==> src/rtl/core/pdm_pkg.sv <==
`default_nettype none

package pdm_pkg;

	localparam int SAMPLE_W   = 16;
	localparam int CHARGE_W   = 32;
	localparam int MODE_W     = 2;
	localparam int SHIFT_W    = 5;
	localparam int BPS_W      = 8;
	localparam int CFG_IDX_W  = 2;
	localparam int CFG_DATA_W = 8;

	// configuration register indexes
	typedef enum logic [CFG_IDX_W-1:0] {
		CFG_MODE,
		CFG_SHIFT,
		CFG_BPS
	} cfg_idx_t;

	// modulator modes; the fourth code runs as the RC midpoint mode
	localparam logic [MODE_W-1:0] MODE_ACC       = 2'd0;
	localparam logic [MODE_W-1:0] MODE_RC_MID    = 2'd1;
	localparam logic [MODE_W-1:0] MODE_RC_SIMPLE = 2'd2;

	localparam logic [MODE_W-1:0]   MODE_RESET  = MODE_ACC;
	localparam logic [SHIFT_W-1:0]  SHIFT_RESET = 5'd4;
	localparam logic [BPS_W-1:0]    BPS_RESET   = 8'd32;
	localparam logic [CHARGE_W-1:0] CHARGE_MID  = 32'h8000_0000;

	// controller to datapath commands
	typedef struct packed {
		logic load;  // latch a new sample
		logic step;  // produce one PDM bit
		logic emit;  // move the finished word to the output register
	} pdm_cmd_t;

endpackage

`default_nettype wire

==> src/rtl/core/pdm_pcm_if.sv <==
`default_nettype none

interface pdm_pcm_if;
	logic                                 valid;
	logic                                 ready;
	logic signed [pdm_pkg::SAMPLE_W-1:0] sample;

	modport source (output valid, output sample, input ready);
	modport sink   (input valid, input sample, output ready);
endinterface

`default_nettype wire

==> src/rtl/core/pdm_word_if.sv <==
`default_nettype none

interface pdm_word_if #(
	parameter int WORD_BITS = 32
);
	localparam int CNT_W = $clog2(WORD_BITS + 1);

	logic                 valid;
	logic                 ready;
	logic [WORD_BITS-1:0] pdm_word;
	logic [CNT_W-1:0]     bit_count;
	logic                 last;

	modport source (output valid, output pdm_word, output bit_count, output last, input ready);
	modport sink   (input valid, input pdm_word, input bit_count, input last, output ready);
endinterface

`default_nettype wire

==> src/rtl/core/pdm_datapath.sv <==
`default_nettype none

module pdm_datapath #(
	parameter int WORD_BITS = 32
) (
	input  wire logic                                 clk,
	input  wire logic                                 arst_n,
	input  wire pdm_pkg::pdm_cmd_t                    cmd,
	input  wire logic [pdm_pkg::MODE_W-1:0]           mode,
	input  wire logic [pdm_pkg::SHIFT_W-1:0]          filter_shift,
	input  wire logic                                 reload,
	input  wire logic [pdm_pkg::MODE_W-1:0]           reload_mode,
	input  wire logic signed [pdm_pkg::SAMPLE_W-1:0]  sample,
	output logic [WORD_BITS-1:0]                      pdm_word
);

	logic [pdm_pkg::CHARGE_W-1:0] charge_q;
	logic [pdm_pkg::SAMPLE_W-1:0] offset_q;
	logic [WORD_BITS-1:0]         shift_q;
	logic [WORD_BITS-1:0]         word_q;

	logic [pdm_pkg::SAMPLE_W:0]   acc_sum;
	logic [pdm_pkg::CHARGE_W-1:0] fall;
	logic [pdm_pkg::CHARGE_W-1:0] rise;
	logic [pdm_pkg::CHARGE_W-1:0] down;
	logic [pdm_pkg::CHARGE_W-1:0] up;
	logic [pdm_pkg::CHARGE_W:0]   span;
	logic [pdm_pkg::CHARGE_W-1:0] mid;
	logic [pdm_pkg::CHARGE_W-1:0] target;
	logic [pdm_pkg::CHARGE_W-1:0] charge_next;
	logic                         pdm_bit;

	always_comb begin
		// accumulator: charge stays below 2^16, so the carry is bit 16
		acc_sum = {1'b0, charge_q[pdm_pkg::SAMPLE_W-1:0]} + {1'b0, offset_q};
		fall    = charge_q >> filter_shift;
		rise    = (~charge_q) >> filter_shift;
		down    = charge_q - fall;
		up      = charge_q + rise;
		span    = {1'b0, fall} + {1'b0, rise};
		mid     = down + span[pdm_pkg::CHARGE_W:1];
		target  = {offset_q, {pdm_pkg::SAMPLE_W{1'b0}}};
		case (mode)
			pdm_pkg::MODE_ACC: begin
				pdm_bit     = acc_sum[pdm_pkg::SAMPLE_W];
				charge_next = {{(pdm_pkg::CHARGE_W - pdm_pkg::SAMPLE_W){1'b0}},
					acc_sum[pdm_pkg::SAMPLE_W-1:0]};
			end
			pdm_pkg::MODE_RC_SIMPLE: begin
				pdm_bit     = target > charge_q;
				charge_next = pdm_bit ? up : down;
			end
			default: begin
				pdm_bit     = target > mid;
				charge_next = pdm_bit ? up : down;
			end
		endcase
	end

	always_ff @(posedge clk or negedge arst_n) begin
		if (!arst_n) begin
			charge_q <= '0;
		end else if (reload) begin
			charge_q <= (reload_mode == pdm_pkg::MODE_ACC) ? '0 : pdm_pkg::CHARGE_MID;
		end else if (cmd.step) begin
			charge_q <= charge_next;
		end
	end

	always_ff @(posedge clk) begin
		if (cmd.load) begin
			offset_q <= {~sample[pdm_pkg::SAMPLE_W-1], sample[pdm_pkg::SAMPLE_W-2:0]};
			shift_q  <= '0;
		end else if (cmd.emit) begin
			word_q  <= {shift_q[WORD_BITS-2:0], pdm_bit};
			shift_q <= '0;
		end else if (cmd.step) begin
			shift_q <= {shift_q[WORD_BITS-2:0], pdm_bit};
		end
	end

	assign pdm_word = word_q;

endmodule

`default_nettype wire

==> src/rtl/core/pdm_ctrl.sv <==
`default_nettype none

module pdm_ctrl #(
	parameter int WORD_BITS = 32
) (
	input  wire logic                              clk,
	input  wire logic                              arst_n,
	input  wire logic                              in_valid,
	input  wire logic [pdm_pkg::BPS_W-1:0]         total,
	input  wire logic                              out_ready,
	output logic                                   in_ready,
	output pdm_pkg::pdm_cmd_t                      cmd,
	output logic                                   out_valid,
	output logic [$clog2(WORD_BITS + 1)-1:0]       bit_count,
	output logic                                   last
);

	localparam int WB_W  = $clog2(WORD_BITS);
	localparam int CNT_W = $clog2(WORD_BITS + 1);

	typedef enum logic {
		S_IDLE,
		S_RUN
	} state_t;

	state_t                      state_q;
	logic [pdm_pkg::BPS_W-1:0]   left_q;
	logic [WB_W-1:0]             wbit_q;
	logic                        out_valid_q;
	logic [CNT_W-1:0]            count_q;
	logic                        last_q;
	logic                        word_end;
	logic                        final_bit;

	always_comb begin
		final_bit = (left_q == pdm_pkg::BPS_W'(1));
		word_end  = (wbit_q == WB_W'(WORD_BITS - 1)) || final_bit;
		in_ready  = (state_q == S_IDLE);
		cmd.load  = in_ready && in_valid;
		// hold the bit loop only when a finished word has no place to go
		cmd.step  = (state_q == S_RUN) && (!word_end || !out_valid_q || out_ready);
		cmd.emit  = cmd.step && word_end;
	end

	always_ff @(posedge clk or negedge arst_n) begin
		if (!arst_n) begin
			state_q     <= S_IDLE;
			left_q      <= '0;
			wbit_q      <= '0;
			out_valid_q <= 1'b0;
			count_q     <= '0;
			last_q      <= 1'b0;
		end else begin
			if (cmd.emit) begin
				out_valid_q <= 1'b1;
				count_q     <= CNT_W'(wbit_q) + CNT_W'(1);
				last_q      <= final_bit;
			end else if (out_ready) begin
				out_valid_q <= 1'b0;
			end
			case (state_q)
				S_IDLE: begin
					if (cmd.load && (total != '0)) begin
						state_q <= S_RUN;
						left_q  <= total;
						wbit_q  <= '0;
					end
				end
				S_RUN: begin
					if (cmd.step) begin
						left_q <= left_q - pdm_pkg::BPS_W'(1);
						wbit_q <= word_end ? '0 : wbit_q + WB_W'(1);
						if (final_bit) begin
							state_q <= S_IDLE;
						end
					end
				end
				default: begin
					state_q <= S_IDLE;
				end
			endcase
		end
	end

	assign out_valid = out_valid_q;
	assign bit_count = count_q;
	assign last      = last_q;

endmodule

`default_nettype wire

==> src/rtl/core/pcm_to_pdm_modulator.sv <==
`default_nettype none

// Channel  Dir  Word contents                          Notes
// pcm      in   sample (signed 16 bit PCM)             one word per sample
// pdm      out  pdm_word, bit_count, last              up to WORD_BITS bits, latest bit LSB
// cfg      in   cfg_we, cfg_index, cfg_data            write only, index 0 mode, 1 shift, 2 bps
//
// After a sample is accepted, its N = min(bits per sample, MAX_BITS_PER_SAMPLE) PDM bits
// come one per cycle, unless the output stalls, through the single charge update
// loop in the datapath; no new sample is taken until its last bit is done.
// A sample with N = 0 gives no word and leaves the charge as it is.
// Reset clears the configuration to mode 0, shift 4, 32 bits and the charge to 0.
// A finished word waits in the output register; the bit loop stalls only when
// the next word is done while that register is still full.

module pcm_to_pdm_modulator #(
	parameter int MAX_BITS_PER_SAMPLE = 128,
	parameter int WORD_BITS           = 32
) (
	input  wire logic                              clk,
	input  wire logic                              arst_n,
	pdm_pcm_if.sink                                pcm,
	pdm_word_if.source                             pdm,
	input  wire logic                              cfg_we,
	input  wire logic [pdm_pkg::CFG_IDX_W-1:0]     cfg_index,
	input  wire logic [pdm_pkg::CFG_DATA_W-1:0]    cfg_data
);

	// the bit count register cannot exceed its own width, so clip the cap to it
	localparam int BPS_MAX_I = (1 << pdm_pkg::BPS_W) - 1;
	localparam int CLIP_I    = (MAX_BITS_PER_SAMPLE > BPS_MAX_I) ? BPS_MAX_I
		: MAX_BITS_PER_SAMPLE;
	localparam logic [pdm_pkg::BPS_W-1:0] MAX_CLIP = pdm_pkg::BPS_W'(CLIP_I);

	logic [pdm_pkg::MODE_W-1:0]  mode_q;
	logic [pdm_pkg::SHIFT_W-1:0] filter_shift_q;
	logic [pdm_pkg::BPS_W-1:0]   bps_q;
	logic [pdm_pkg::BPS_W-1:0]   total;
	logic                        reload;
	pdm_pkg::pdm_cmd_t           cmd;

	// configuration registers; a mode write also reloads the charge
	always_ff @(posedge clk or negedge arst_n) begin
		if (!arst_n) begin
			mode_q         <= pdm_pkg::MODE_RESET;
			filter_shift_q <= pdm_pkg::SHIFT_RESET;
			bps_q          <= pdm_pkg::BPS_RESET;
		end else if (cfg_we) begin
			case (cfg_index)
				pdm_pkg::CFG_MODE:  mode_q         <= cfg_data[pdm_pkg::MODE_W-1:0];
				pdm_pkg::CFG_SHIFT: filter_shift_q <= cfg_data[pdm_pkg::SHIFT_W-1:0];
				pdm_pkg::CFG_BPS:   bps_q          <= cfg_data[pdm_pkg::BPS_W-1:0];
				default: begin
					// drop writes to unused indexes
				end
			endcase
		end
	end

	assign reload = cfg_we && (cfg_index == pdm_pkg::CFG_MODE);
	// saturate the bit count per sample at the configured cap
	assign total  = (bps_q > MAX_CLIP) ? MAX_CLIP : bps_q;

	pdm_ctrl #(
		.WORD_BITS (WORD_BITS)
	) u_ctrl (
		.clk       (clk),
		.arst_n    (arst_n),
		.in_valid  (pcm.valid),
		.total     (total),
		.out_ready (pdm.ready),
		.in_ready  (pcm.ready),
		.cmd       (cmd),
		.out_valid (pdm.valid),
		.bit_count (pdm.bit_count),
		.last      (pdm.last)
	);

	pdm_datapath #(
		.WORD_BITS (WORD_BITS)
	) u_datapath (
		.clk          (clk),
		.arst_n       (arst_n),
		.cmd          (cmd),
		.mode         (mode_q),
		.filter_shift (filter_shift_q),
		.reload       (reload),
		.reload_mode  (cfg_data[pdm_pkg::MODE_W-1:0]),
		.sample       (pcm.sample),
		.pdm_word     (pdm.pdm_word)
	);

`ifndef SYNTHESIS
	// a sample with bits to send takes the block out of idle
	a_busy_after_accept: assert property (@(posedge clk) disable iff (!arst_n)
		(pcm.valid && pcm.ready && (total != '0)) |=> !pcm.ready)
		else $error("input still ready after accepting a sample with bits to send");

	// only the final word of a sample may be short
	a_full_inner_word: assert property (@(posedge clk) disable iff (!arst_n)
		(pdm.valid && !pdm.last) |-> (pdm.bit_count == WORD_BITS))
		else $error("non-final word is not full");

	// idle is reached only as the final word is loaded
	a_idle_after_last: assert property (@(posedge clk) disable iff (!arst_n)
		$rose(pcm.ready) |-> (pdm.valid && pdm.last))
		else $error("returned to idle without a final word");
`endif

endmodule

`default_nettype wire
==> src/flat_wrapper.sv <==
// flat-port wrapper written by rule: the top's interface ports become plain ports
module pcm_to_pdm_modulator_flat 
#(
	parameter int MAX_BITS_PER_SAMPLE = 128,
	parameter int WORD_BITS           = 32
)
  (clk, arst_n, cfg_we, cfg_index, cfg_data, pcm_valid, pcm_sample, pcm_ready, pdm_valid, pdm_pdm_word, pdm_bit_count, pdm_last, pdm_ready);
  pdm_pcm_if pcm_i ();
  pdm_word_if #(.WORD_BITS(WORD_BITS)) pdm_i ();
  input  wire logic clk;
  input  wire logic arst_n;
  input  wire logic cfg_we;
  input  wire logic [pdm_pkg::CFG_IDX_W-1:0] cfg_index;
  input  wire logic [pdm_pkg::CFG_DATA_W-1:0] cfg_data;
  input wire logic [$bits(pcm_i.valid)-1:0] pcm_valid;
  input wire logic [$bits(pcm_i.sample)-1:0] pcm_sample;
  output wire logic [$bits(pcm_i.ready)-1:0] pcm_ready;
  output wire logic [$bits(pdm_i.valid)-1:0] pdm_valid;
  output wire logic [$bits(pdm_i.pdm_word)-1:0] pdm_pdm_word;
  output wire logic [$bits(pdm_i.bit_count)-1:0] pdm_bit_count;
  output wire logic [$bits(pdm_i.last)-1:0] pdm_last;
  input wire logic [$bits(pdm_i.ready)-1:0] pdm_ready;
  assign pcm_i.valid = pcm_valid;
  assign pcm_i.sample = pcm_sample;
  assign pcm_ready = pcm_i.ready;
  assign pdm_valid = pdm_i.valid;
  assign pdm_pdm_word = pdm_i.pdm_word;
  assign pdm_bit_count = pdm_i.bit_count;
  assign pdm_last = pdm_i.last;
  assign pdm_i.ready = pdm_ready;
  pcm_to_pdm_modulator #(.MAX_BITS_PER_SAMPLE(MAX_BITS_PER_SAMPLE), .WORD_BITS(WORD_BITS)) u_core (.clk(clk), .arst_n(arst_n), .pcm(pcm_i), .pdm(pdm_i), .cfg_we(cfg_we), .cfg_index(cfg_index), .cfg_data(cfg_data));
endmodule
==> config.mk <==
export PLATFORM = sky130hd
export DESIGN_NAME = pcm_to_pdm_modulator_flat
export DESIGN_NICKNAME = d
export VERILOG_FILES = /design/src/rtl/core/pdm_pkg.sv /design/src/rtl/core/pdm_pcm_if.sv /design/src/rtl/core/pdm_word_if.sv /design/src/rtl/core/pdm_datapath.sv /design/src/rtl/core/pdm_ctrl.sv /design/src/rtl/core/pcm_to_pdm_modulator.sv /design/src/flat_wrapper.sv
export SDC_FILE = /design/constraint.sdc
export NUM_CORES = 1
export LEC_CHECK = 0
export ABC_AREA = 1
export BUFFER_PORTS_ARGS = -buffer_cell sky130_fd_sc_hd__buf_2
export CORE_AREA = 2 2 167 169
export CTS_CLUSTER_DIAMETER = 200
export DETAILED_ROUTE_END_ITERATION = 7
export DIE_AREA = 0 0 169 171
export PLACE_DENSITY = 0.79
export RECOVER_POWER = 25
export SLEW_MARGIN = 5
export SYNTH_ARGS = -nofsm -noshare
export SYNTH_HDL_FRONTEND = slang
export SYNTH_SLANG_ARGS = --single-unit
==> constraint.sdc <==
create_clock -name clk -period 10.3 [get_ports clk]
set_clock_uncertainty 0.2 [all_clocks]
set_input_delay 1.03 -clock clk [delete_from_list [all_inputs] [get_ports clk]]
set_output_delay 1.03 -clock clk [all_outputs]
set_load 0.02 [all_outputs]
==> flow_metrics.tcl <==
set metrics [dict create \
    r2r_start "u_core.filter_shift_q[0]" \
    fmax_mhz 106 \
    slew_headroom_pct -158 \
    grt_pass1_wl_um 94800 \
    drc 0 \
    yosysUniqueCellTypes 55 \
    clockBufferDepth 2 \
    wl_per_cell_um 21.4 \
    die_h_um 171 \
    viasPerCell 6.19 \
    insertion_delay_ps 450 \
    min_to "u_core.u_datapath.pdm_word[31]" \
    crit_family "simple AND/OR/NAND/NOR gates" \
    critPathKind "register to register" \
    period_share_pct 91.8 \
    yosys-top-cells-count "625 x nand2_1, 325 x inv_1, 311 x nor2_1" \
    rows 61 \
    final_layout_size_suffix_gt1_share_pct 5.02 \
    hp-class "register to register" \
    clock_tree.root_cell "clkbuf_16" \
    slowest_delay_ps 880 \
    die_w_um 169 \
    syn_inst 2537 \
    fin_cells 2937 \
    fin_crit_ps 9450 \
    io_buffer_count 71 \
    syn_to_final_growth_pct 7.40 \
    synthFlopType "dfrtp_1" \
    start_util_pct 60.0 \
    ys_seq_area_share_pct 23.1 \
    synth_top_area_cell "nand2_1" \
    hp-start "u_core.u_datapath.shift_q[30]" \
    wl_um 63000 \
    synthTopCellsByArea "nand2_1 14%, ha_1 13%, dfrtp_1 10%" \
    clkSlewWorstSetupHoldPaths_ps 80 \
    ys_seq_elements 148 \
    cts_resized 0 \
    synth_most_common_cell "nand2_1" \
    hpwl_um 51300 \
    htree_levels 4 \
    hold_buffers 0 \
    status "complete, but fails checks" \
    rsz0062_at_grt "false" \
    cpMaxStageDelayCell "o21ai_0" \
    cts.sinks 148 \
    grt_usage_pct 43.4 \
    end_kind "register" \
    crit_arrival_ps 9620 \
    cp_max_fo 53 \
    die_area_sq_um 28900 \
    violations "max-capacitance violations, max-slew violations" \
    cts_buffers 17 \
    core_region_area_sq_um 27300 \
    cts_setup_buffers 0 \
    setup_violations 0 \
    grt_max_degree 70 \
    syn_nets 2749 \
    antenna_cells 0 \
    post-place-ws_ps 1410 \
    pin_count 72 \
    required_ps 10470 \
    grt_overflow 0 \
    synth_top_area_share_pct 14.3 \
    finalHoldViolCount 0 \
    grt_pass1_vias 16541 \
    crit_path_start_kind "register" \
    antenna_found_initial 1 \
    final.setup.worst_slack_ps 846 \
    syn_area_per_cell_sq_um 6.46 \
    tightest_slew_ps 3870 \
    routabilityCongestion 1.14 \
    drt_pass1_iterations 6 \
    yosysWarnings 0 \
    r2r_slack_ps 850 \
    vias 18194 \
    cp_num_buf_inv 6 \
    synthArstFlopShare_pct 46.6 \
    r2r_cells 48 \
    reg2reg_to "u_core.u_datapath.charge_q[31]" \
    cts_tree "built" \
    maxSlewViolCount 70 \
    drt_iter0_drc 2447 \
    drv_cap 1 \
    final.setup.tns_ps 0 \
    dp_cells 2905 \
    crit_top_cell "nand2_1" \
    fin_nets 2790 \
    hold_depth 0 \
    netlist_area_sq_um 16400 \
    synth_edf_count 48 \
    ant_nets 0 \
]
## through the flow
step                hold WS [ps]  util [%]  cell area, sq um
floorplan                    203         -             16400
global placement             210      62.2             17000
detailed placement           216      62.2             17000
CTS                          233      64.4             17600
global route                 244      64.4             17600
finish                       233      64.4             17600
## worst max-delay path by stage
stage	from	to	depth (start not counted)
3_5_place_dp	u_core.filter_shift_q[0]	u_core.u_datapath.charge_q[31]	49
4_1_cts	u_core.filter_shift_q[0]	u_core.u_datapath.charge_q[31]	49
5_1_grt	u_core.filter_shift_q[0]	u_core.u_datapath.charge_q[1]	48
6_report	u_core.filter_shift_q[0]	u_core.u_datapath.charge_q[31]	48
2_1_floorplan	u_core.filter_shift_q[2]	u_core.u_datapath.pdm_word[0]	46
3_3_place_gp	u_core.filter_shift_q[0]	u_core.u_datapath.charge_q[31]	49
## state kept, by name, indices dropped and copies added (netlist names)
name                        count
u_core.filter_shift_q           5
u_core.u_datapath.offset_q     16
u_core.u_ctrl.left_q            8
u_core.u_ctrl.state_q           1
u_core.u_ctrl.wbit_q            5
u_core.u_datapath.shift_q      31
u_core.u_ctrl.out_valid         1
u_core.u_datapath.pdm_word     32
u_core.u_datapath.charge_q     32
u_core.bps_q                    8
u_core.u_ctrl.bit_count         6
u_core.u_ctrl.last              1
u_core.mode_q                   2
## final cells by class
class / count / area [sq um]
fill: 2578 / 9730
tap: 346 / 433
clock inverter: 15 / 179
sequential: 148 / 3790
timing repair buffer: 84 / 443
inverter: 327 / 1230
multi-input combinational: 2000 / 11100
clock buffer: 17 / 425
## worst reg2reg max path: cells and delay by family (launching register included)
kind	cells	cell delay (ps)
AOI/OAI and AO/OA	11	3050
adders and majority gates	3	1010
xor gates and xnor gates	2	480
DFF	1	540
and+or+nand+nor	26	3100
buffers and inverters	6	970
## layout by cell type, fill, tap and decap left out, types with 15 or more instances in the layout
cell / instances
xnor2_1: 40
xor2_1: 65
buf_2: 69
clkbuf_16: 17
nor3_1: 23
nor2_1: 310
o21ai_1: 30
nand3_1: 82
mux2i_1: 16
inv_1: 325
o21ai_0: 247
ha_1: 176
dfxtp_1: 31
nand2_1: 625
a21oi_1: 211
o211ai_1: 15
a21o_1: 15
nand4_1: 19
dfrtp_1: 67
edfxtp_1: 48
## cells by family after synthesis
group	after synthesis	synth area share, %
simple gates	1103	27.2
compound gates	594	19.8
buf+inv	389	9.17
fa+ha+maj	181	14.1
flops	148	23.1
xor+xnor	105	5.61
mux	16	0.978
other cells	1	0.0229
## layer usage
layer  GRT usage [%]  wire length (um)  share of wire (%)
met5               0                 0                  0
met4            31.9              5540                8.8
met3            8.91              6810                 11
met2            65.0             26000                 41
met1            55.6             24600                 39
Power is left out: the tool's default activity adds up to more than one toggle a clock period on the data nets, which glitch-free logic cannot reach.
